[src/rtl/core/nvmeqp_pkg.sv]
// Shared types and constants for the NVMe host queue-pair engine.
`default_nettype none

package nvmeqp_pkg;

  localparam int ADMIN_QUEUE_DEPTH = 32;
  localparam int IO_QUEUE_DEPTH    = 64;

  localparam int PTR_W    = 6;
  localparam int ADDR_W   = 48;
  localparam int STRIDE_W = 4;
  localparam int STATUS_W = 11;
  localparam int WORD_W   = 16;
  localparam int CFG_IDX_W = 8;

  localparam logic [PTR_W-1:0] ADMIN_LAST = PTR_W'(ADMIN_QUEUE_DEPTH - 1);
  localparam logic [PTR_W-1:0] IO_LAST    = PTR_W'(IO_QUEUE_DEPTH - 1);

  localparam logic [ADDR_W-1:0] DOORBELL_OFFSET = ADDR_W'(32'h1000);

  // Configuration register indexes.
  localparam logic [CFG_IDX_W-1:0] REG_BASE   = CFG_IDX_W'(0);
  localparam logic [CFG_IDX_W-1:0] REG_STRIDE = CFG_IDX_W'(1);

  typedef enum logic {
    OP_SUBMIT   = 1'b0,
    OP_COMPLETE = 1'b1
  } op_t;

  // Result item, lowest field in the lowest bits, padded to 80 bits.
  typedef struct packed {
    logic [5:0]          pad;
    logic                error;
    logic [STATUS_W-1:0] status_code;
    logic                completion_taken;
    logic [PTR_W-1:0]    doorbell_value;
    logic [ADDR_W-1:0]   doorbell_address;
    logic                doorbell_write;
    logic [PTR_W-1:0]    slot_index;
  } result_t;

endpackage

`default_nettype wire

[src/rtl/core/nvme_host_queue_pair_engine_top.sv]
// Throughput: one item per cycle while the skid entry is free; pointer update and
// doorbell address sum sit between the input handshake and a two-entry output stage
// (result plus skid). The slave side stays ready while the skid entry is free, so a
// stalled result does not block the next transfer.
// Reset: tails and heads go to zero, expected phases to one, register base and stride to zero.
`default_nettype none

module nvme_host_queue_pair_engine_top
  import nvmeqp_pkg::*;
(
  input  wire logic                 clk,
  input  wire logic                 rst,
  // Configuration write channel.
  input  wire logic                 cfg_valid,
  output logic                      cfg_ready,
  input  wire logic [CFG_IDX_W-1:0] cfg_index,
  input  wire logic [ADDR_W-1:0]    cfg_data,
  // Input items.
  input  wire logic                 s_tvalid,
  output logic                      s_tready,
  input  wire logic [WORD_W-1:0]    s_tdata,  // completion_status
  input  wire logic [1:0]           s_tuser,  // op, queue_select
  // Result items.
  output logic                      m_tvalid,
  input  wire logic                 m_tready,
  // slot_index, doorbell_write, doorbell_address, doorbell_value,
  // completion_taken, status_code, error, zero padding
  output logic [79:0]               m_tdata
);

  logic [ADDR_W-1:0]   register_base;
  logic [STRIDE_W-1:0] doorbell_stride;

  logic [PTR_W-1:0] submit_tail      [2];
  logic [PTR_W-1:0] completion_head  [2];
  logic             completion_phase [2];

  result_t out_data;
  result_t skid_data;
  logic    out_valid;
  logic    skid_valid;

  logic             accept;
  op_t              op;
  logic             q;
  logic [WORD_W-1:0] word;
  logic [PTR_W-1:0] last;
  logic [PTR_W-1:0] tail_next;
  logic [PTR_W-1:0] head_next;
  logic             phase_ok;
  logic [1:0]       db_index;
  logic [4:0]       db_shift;
  logic [ADDR_W-1:0] db_addr;
  result_t          res;

  assign cfg_ready = 1'b1;
  assign s_tready  = !skid_valid;
  assign accept    = s_tvalid && s_tready;
  assign m_tvalid  = out_valid;
  assign m_tdata   = out_data;

  assign op   = op_t'(s_tuser[0]);
  assign q    = s_tuser[1];
  assign word = s_tdata;
  assign last = q ? IO_LAST : ADMIN_LAST;

  // State never leaves 0..depth-1, so the modulo is a compare against the last slot.
  assign tail_next = (submit_tail[q] == last) ? '0 : submit_tail[q] + PTR_W'(1);
  assign head_next = (completion_head[q] == last) ? '0 : completion_head[q] + PTR_W'(1);
  assign phase_ok  = (word[0] == completion_phase[q]);

  // Doorbell slot 2*q + c, spaced 4 << stride bytes apart.
  assign db_index = {q, op == OP_COMPLETE};
  assign db_shift = {1'b0, doorbell_stride} + 5'd2;
  assign db_addr  = register_base + DOORBELL_OFFSET + (ADDR_W'(db_index) << db_shift);

  always_comb begin
    res = '0;
    unique case (op)
      OP_SUBMIT: begin
        res.slot_index       = submit_tail[q];
        res.doorbell_write   = 1'b1;
        res.doorbell_address = db_addr;
        res.doorbell_value   = tail_next;
      end
      OP_COMPLETE: begin
        if (phase_ok) begin
          res.doorbell_write   = 1'b1;
          res.doorbell_address = db_addr;
          res.doorbell_value   = head_next;
          res.completion_taken = 1'b1;
          res.status_code      = word[STATUS_W:1];
          res.error            = (word[STATUS_W:1] != '0);
        end
      end
      default: res = '0;
    endcase
  end

  always_ff @(posedge clk) begin
    if (rst) begin
      register_base   <= '0;
      doorbell_stride <= '0;
    end else if (cfg_valid && cfg_ready) begin
      if (cfg_index == REG_BASE) begin
        register_base <= cfg_data;
      end else if (cfg_index == REG_STRIDE) begin
        doorbell_stride <= cfg_data[STRIDE_W-1:0];
      end
    end
  end

  always_ff @(posedge clk) begin
    if (rst) begin
      for (int i = 0; i < 2; i++) begin
        submit_tail[i]      <= '0;
        completion_head[i]  <= '0;
        completion_phase[i] <= 1'b1;
      end
    end else if (accept) begin
      if (op == OP_SUBMIT) begin
        submit_tail[q] <= tail_next;
      end else if (phase_ok) begin
        completion_head[q] <= head_next;
        if (head_next == '0) begin
          completion_phase[q] <= !completion_phase[q];
        end
      end
    end
  end

  // Output register with a skid entry behind it.
  always_ff @(posedge clk) begin
    if (rst) begin
      out_valid  <= 1'b0;
      skid_valid <= 1'b0;
    end else if (!out_valid || m_tready) begin
      if (skid_valid) begin
        out_valid  <= 1'b1;
        skid_valid <= 1'b0;
      end else begin
        out_valid <= accept;
      end
    end else if (accept) begin
      skid_valid <= 1'b1;
    end
  end

  always_ff @(posedge clk) begin
    if (!out_valid || m_tready) begin
      if (skid_valid) begin
        out_data <= skid_data;
      end else if (accept) begin
        out_data <= res;
      end
    end else if (accept) begin
      skid_data <= res;
    end
  end

  // The skid entry is only filled behind a held result.
  a_skid_behind_out: assert property (@(posedge clk) disable iff (rst)
    skid_valid |-> out_valid)
    else $error("skid entry valid with empty output register");

  a_ptr_range: assert property (@(posedge clk) disable iff (rst)
    (submit_tail[0] <= ADMIN_LAST) && (completion_head[0] <= ADMIN_LAST))
    else $error("admin queue pointer beyond queue depth");

  a_submit_moves_tail: assert property (@(posedge clk) disable iff (rst)
    accept && (op == OP_SUBMIT) && !q |=> submit_tail[0] != $past(submit_tail[0]))
    else $error("admin submission tail did not advance");

  a_taken_rings: assert property (@(posedge clk) disable iff (rst)
    out_valid && out_data.completion_taken |-> out_data.doorbell_write &&
    (out_data.slot_index == '0))
    else $error("consumed completion without doorbell write");

  a_phase_flip_on_wrap: assert property (@(posedge clk) disable iff (rst)
    completion_phase[1] != $past(completion_phase[1]) |-> completion_head[1] == '0)
    else $error("I/O completion phase changed without head wrap");

endmodule

`default_nettype wire
[config.mk]
export PLATFORM = sky130hd
export DESIGN_NAME = nvme_host_queue_pair_engine_top
export DESIGN_NICKNAME = d
export VERILOG_FILES = /design/src/rtl/core/nvmeqp_pkg.sv /design/src/rtl/core/nvme_host_queue_pair_engine_top.sv
export SDC_FILE = /design/constraint.sdc
export NUM_CORES = 1
export LEC_CHECK = 0
export BUFFER_PORTS_ARGS = -buffer_cell sky130_fd_sc_hd__buf_2
export CAP_MARGIN = 20
export CORE_ASPECT_RATIO = 1.4
export CORE_MARGIN = 4
export CORE_UTILIZATION = 40
export CTS_CLUSTER_SIZE = 24
export DETAILED_ROUTE_END_ITERATION = 7
export GPL_TIMING_DRIVEN = 0
export HOLD_SLACK_MARGIN = 0.08
export PLACE_DENSITY_LB_ADDON = 0.15
export SLEW_MARGIN = 20
export SYNTH_ARGS = -nofsm -noshare
export SYNTH_HDL_FRONTEND = slang
export SYNTH_SLANG_ARGS = --single-unit
[constraint.sdc]
create_clock -name clk -period 6.23 [get_ports clk]
set_clock_uncertainty 0.2 [all_clocks]
set_input_delay 0 -clock clk [delete_from_list [all_inputs] [get_ports clk]]
set_output_delay 0 -clock clk [all_outputs]
set_load 0.005 [all_outputs]
### After elaboration in Yosys (flattened, before gate mapping)

Memories as Yosys holds them, arrays and structs flattened.
Cells that the tools add are included.

* add/sub/neg operators: 5
* multipliers: 0
* divide/modulo/power cells: 0
* magnitude comparators: 0
* eq/ne operators: 4
* shift operators: 1
* muxes and demuxes: 36
* bitwise logic cells: 3
* reductions and logical operators: 17

Operators by type and width (count)
* two-way mux 74 bit: 2
* case mux 55 bit (2 select lines): 1
* two-way mux 68 bit: 1
* adder 48 x 13 -> 48 bit, second input constant: 1
* adder 48 bit: 1
* << shifter 2 x 5 -> 48 bit: 1
* two-way mux 6 bit: 6
* two-way mux 1 bit: 25
* two-way mux 13 bit: 1
* adder 6 x 1 -> 6 bit, second input constant: 2
* == test 6 bit: 2
* OR reduction 6 bit: 2
* nonzero test 11 bit: 1
* == test 8 x 1 -> 1 bit, second input constant: 1
* zero test 8 bit: 1
* zero test 6 bit: 1
* AND reduction 2 bit: 3
* adder 4 x 2 -> 5 bit, second input constant: 1
* zero test 1 bit: 3
* inverter 1 bit: 3
* AND reduction 3 bit: 1
* nonzero test 2 bit: 1
* OR reduction 2 bit: 1
* == test 1 bit: 1
* other kinds (3): 3

* bits in registers: 202
* latch bits: 0
* RAM bits: 26
* bits in read-only memories: 0
* input port bits: 79
* output and inout bits: 83
* word-level logic and storage cells: 87
* memories: 3

Memory list
* completion_head: depth 2, width 6, rd ports 1, clocked after memory_dff 0, wr ports 2, line nvme_host_queue_pair_engine_top.sv:35 `logic [PTR_W-1:0] completion_head [2];`
* submit_tail: depth 2, width 6, rd ports 1, clocked after memory_dff 0, wr ports 2, line nvme_host_queue_pair_engine_top.sv:34 `logic [PTR_W-1:0] submit_tail [2];`
* completion_phase: depth 2, width 1, rd ports 1, clocked after memory_dff 0, wr ports 2, line nvme_host_queue_pair_engine_top.sv:36 `logic completion_phase [2];`

### Depth between registers and ports, before layout

* depth after elaboration: 12
* depth in mapped cells: 21
* mapped depth without buffers: 16

### Worst setup path before layout

OpenSTA, ideal clock, no wires.

* path type: register to register
* start: reg skid_valid
* end: reg skid_data[0] (netlist name) (enable)
* setup time: 0.507 ns
* arrival: 3.730 ns
* data required time: 5.523 ns
* slack: 1.794 ns
* stages on the path, launching flop included: 5
* buffers on the path: 1
* clock period less this slack: 4.436 ns
* path through: dfxtp_1 clkbuf_1 clkinv_1 nand2_1 nor2_1

* word-level cells in the longest chain between the ends: 3

Ends and longest elaborated chain
* start: declaration: line nvme_host_queue_pair_engine_top.sv:41 `logic skid_valid;`
* start signal: assignment: line nvme_host_queue_pair_engine_top.sv:136 `skid_valid <= 1'b0;`
* start signal: assignment: line nvme_host_queue_pair_engine_top.sv:140 `skid_valid <= 1'b0;`
* start signal: assignment: line nvme_host_queue_pair_engine_top.sv:145 `skid_valid <= 1'b1;`
* zero test 1 bit: line nvme_host_queue_pair_engine_top.sv:57 `assign s_tready = !skid_valid;`
* logical AND 1 bit: line nvme_host_queue_pair_engine_top.sv:58 `assign accept = s_tvalid && s_tready;`
* AND reduction 2 bit (no line)
* end signal: assignment: line nvme_host_queue_pair_engine_top.sv:157 `skid_data <= res;`
* end: declaration: line nvme_host_queue_pair_engine_top.sv:39 `result_t skid_data;`

No other way between the ends.
A chain may end at the register's enable or synchronous reset.

### Worst setup path in the final report

* start: in s_tuser[1]
* end: reg out_data, in the netlist m_tdata[52] (data pin)

* word-level cells in the longest chain between the ends: 6
* elaborated cells between the ends (all ways): 8
* classes of those cells: 1 x add/sub; 1 x eq/ne; 1 x shift; 4 x mux; 1 x memory

Ends and longest elaborated chain
* start: declaration: line nvme_host_queue_pair_engine_top.sv:22 `input wire logic [1:0] s_tuser,`
* << shifter 2 x 5 -> 48 bit or memory (2 x 1 bit) (tied branches)
* adder 48 bit or == test 1 bit (tied branches): line nvme_host_queue_pair_engine_top.sv:75, nvme_host_queue_pair_engine_top.sv:70
* two-way mux 68 bit: line nvme_host_queue_pair_engine_top.sv:87 `if (phase_ok) begin`
* case mux 55 bit (2 select lines) *: line nvme_host_queue_pair_engine_top.sv:79 `unique case (op)`
* two-way mux 74 bit *: line nvme_host_queue_pair_engine_top.sv:153 `end else if (accept) begin`
* two-way mux 74 bit *: line nvme_host_queue_pair_engine_top.sv:151 `if (skid_valid) begin`
* end signal: assignment: line nvme_host_queue_pair_engine_top.sv:152 `out_data <= skid_data;`
* end signal: assignment: line nvme_host_queue_pair_engine_top.sv:154 `out_data <= res;`
* end: declaration: line nvme_host_queue_pair_engine_top.sv:38 `result_t out_data;`

Mark *: on every way between the ends. The rest lies on a longest branch, timed or not. The select of a mux whose other input is x is not followed.

==> impl_metrics.yaml <==
run_status:
  status: "finished, final reports clean"
clock_network:
  cts_setup_buffers: 0
  cts_tree: "built"
  clk_pin_slew_worst_paths_ps: 60
  htree_num_levels: 1
  cts_resized: 0
  cts-buffers-inserted: 23
  clock-sinks: 228
  cts_buffer_depth: 3
  clock-root-buffer: "clkbuf_16"
  insertion_delay_ps: 530
drt:
  route.detailed.drc: 0
  viasPerCell: 5.17
  wl_mm: 31.8
  antenna_left: 0
  drt_iter0_drc: 497
  vias: 9680
  firstDrtPassIters: 4
  wl_per_cell_um: 17.0
global_routing:
  grt_max_degree: 45
  antenna_found_initial: 0
  grt_pass1_wl_mm: 50.6
  grt_pass1_vias: 9651
  overflow: 0
  track_usage: 0.192
synthesis:
  synth_cells: 1157
  synth_common_cells: "198 x nand2_1, 172 x edfxtp_1, 117 x nor2_1, 91 x a21oi_1, 70 x ha_1"
  synth_edf_count: 172
  synth_sequential_area_ratio: 0.525
  netlist_area_um2: 12000
  netlist.area_leader.share: 0.431
  async_reset_ff_frac: 0
  yosys.area.top_type: "edfxtp_1"
  yosys_register_bits: 228
  synth.most_common_cell: "nand2_1"
  ys.flop_type: "edfxtp_1"
  syn_avg_cell_area_um2: 10.4
  yosys_warnings: 0
  ys_top_cells_by_area: "edfxtp_1 43%, dfxtp_1 9.4%, ha_1 7.3%"
  ys_types: 67
worst_setup_path:
  arrival_ps: 5190
  end_kind: "flip-flop"
  crit_required_ps: 6290
  crit_fanout: 10
  reg2reg_depth: 17
  crit_type: "in -> reg"
  start_kind: "input port"
die:
  dieArea_um2: 32800
  start_util: 0.408
  io_pins: 162
  fp.dieH_um: 213
  die_x_um: 154
  core_region_area_um2: 29400
  rows: 74
place:
  io_buffers: 147
  hpwl_mm: 23.8
  finalWeightedCongestion: 0.847
  dpl_cell_area_um2: 13300
power:
  ir_worst_vdd_mv: 0.155
  p_per_area_nw_per_um2: 219
  p_leak_nw: 6.24
  total_power_w: 0.00339
cells_and_area:
  multi_input_area_um2: 5360
  design_area_um2: 15400
  layout.nets: 1628
  antenna_cells: 0
  num-fill-cells: 2679
  regArea_um2: 6290
  fin_util: 0.526
  syn_to_final_growth_pct: 28.9
  drive_gt1_frac: 0.169
sta:
  rsz0062_at_grt: "false"
  finalCritPeriodShare: 0.822
  timing.fmax_mhz: 195
  min_period_ps: 5120
  hold_viol: 0
  finalSetupViolations: 0
  finalSetupTns_ps: 0
  tightest_slew_ps: 841
  maxSlewViolCount: 0
  relSlewSlack: 0.440
flow_run:
  drv_cap: 0
worst_hold_path:
  hold_path.class: "in -> reg"
  whs_path_depth: 4
layout make-up:
cell class	count	share of cell area
Sequential cell	228	0.407
Multi-Input combinational cell	853	0.347
Timing Repair Buffer	286	0.142
Clock buffer	29	0.0387
Tap cell	380	0.0308
Buffer	64	0.0199
Clock inverter	12	0.00980
Inverter	22	0.00535
layer usage:
metal,GRT usage,up-vias,routed length (um)
met5,0,-,0
met4,0.0612,0,812
met3,0.0253,52,1660
met2,0.354,224,16500
met1,0.232,4589,12900
li1,-,4815,-
registers in the layout, summed over array words and instances (netlist names):
register / flops
completion_phase: 2
register_base: 48
m_tdata: 74
completion_head: 12
skid_data: 74
doorbell_stride: 4
submit_tail: 12
m_tvalid: 1
skid_valid: 1
power breakdown:
group,internal [W],switching [W],total (W),leakage (nW)
clock network,0.000809,0.000591,0.00140,0.357
registers,0.00169,0.0000179,0.00171,2.08
logic,0.000132,0.000148,0.000280,3.80
total,0.00263,0.000756,0.00339,6.24
cells by family (layout without fill, tap and decap cells):
logic type                 count (synthesis)  count (layout)  synth area share
buffers and inverters                     86             413            0.0326
other                                      2              12          0.000627
muxes                                     54              54            0.0483
DFF                                      228             228             0.525
AOI/OAI and AO/OA                        233             233             0.124
xor gates and xnor gates                  44              44            0.0322
and+or+nand+nor                          439             439             0.163
adders and majority gates                 71              71            0.0748
worst max-delay path, cell delays in order:
cell           delay (ps)
dlygate4sd3_1         530
buf_2                 220
buf_2                 300
clkbuf_1              480
nand3b_1              240
nor2_1                140
a21oi_1                90
nor3_1                390
ha_1                  330
ha_1                  360
and3_1                200
a221o_2               390
a22oi_2               270
o211ai_2              180
a31oi_4               240
o21a_4                220
buf_8                 140
buf_12                140
mux2i_1               200
nand2_1               110
metrics by stage:
step / std cells / worst slack (ps) / hold slack, ps
after floorplan: 1167 / 1790 / -64.0
after global placement: 1694 / -197 / 41.1
after detailed placement: 1698 / 1140 / 47.8
after CTS: 1874 / 1130 / 82.2
after global routing: 1874 / 876 / 123
final: 1874 / 1110 / 88.7
layout by cell type (no fill, tap or decap), types with 4 or more instances in the layout:
cell / n
a21o_1: 15
a21oi_1: 91
a22oi_1: 4
and2_1: 7
and3_1: 25
and4_1: 4
buf_2: 152
buf_4: 9
clkbuf_1: 51
clkbuf_16: 23
clkinv_1: 4
conb_1: 12
dfxtp_1: 56
dlygate4sd3_1: 135
edfxtp_1: 172
ha_1: 70
inv_1: 20
mux2_2: 31
mux2i_1: 23
nand2_1: 198
nand2b_1: 10
nand3_1: 16
nand4_1: 9
nor2_1: 116
nor2b_1: 8
nor3_1: 13
nor4_1: 10
o21a_1: 4
o21ai_0: 37
o21ai_1: 4
o21bai_1: 7
o22ai_1: 8
o31ai_1: 26
or2_2: 5
or3_1: 7
xnor2_1: 24
xor2_1: 20
path summary, 6_finish.rpt:
path                       endpoint          startpoint  slack, ps
setup / recovery        m_tdata[52]          s_tuser[1]       1110
hold / removal    register_base[45]        cfg_data[45]         90
setup reg to reg        m_tdata[52]  doorbell_stride[1]       1390
hold reg to reg    register_base[0]    register_base[0]        260
what timing repair did:
action	in CTS	in global routing
endpoints found under the hold margin	166	0
setup endpoints to repair	0	0
hold buffers	135	0
Power figures use the tool's default switching activity.
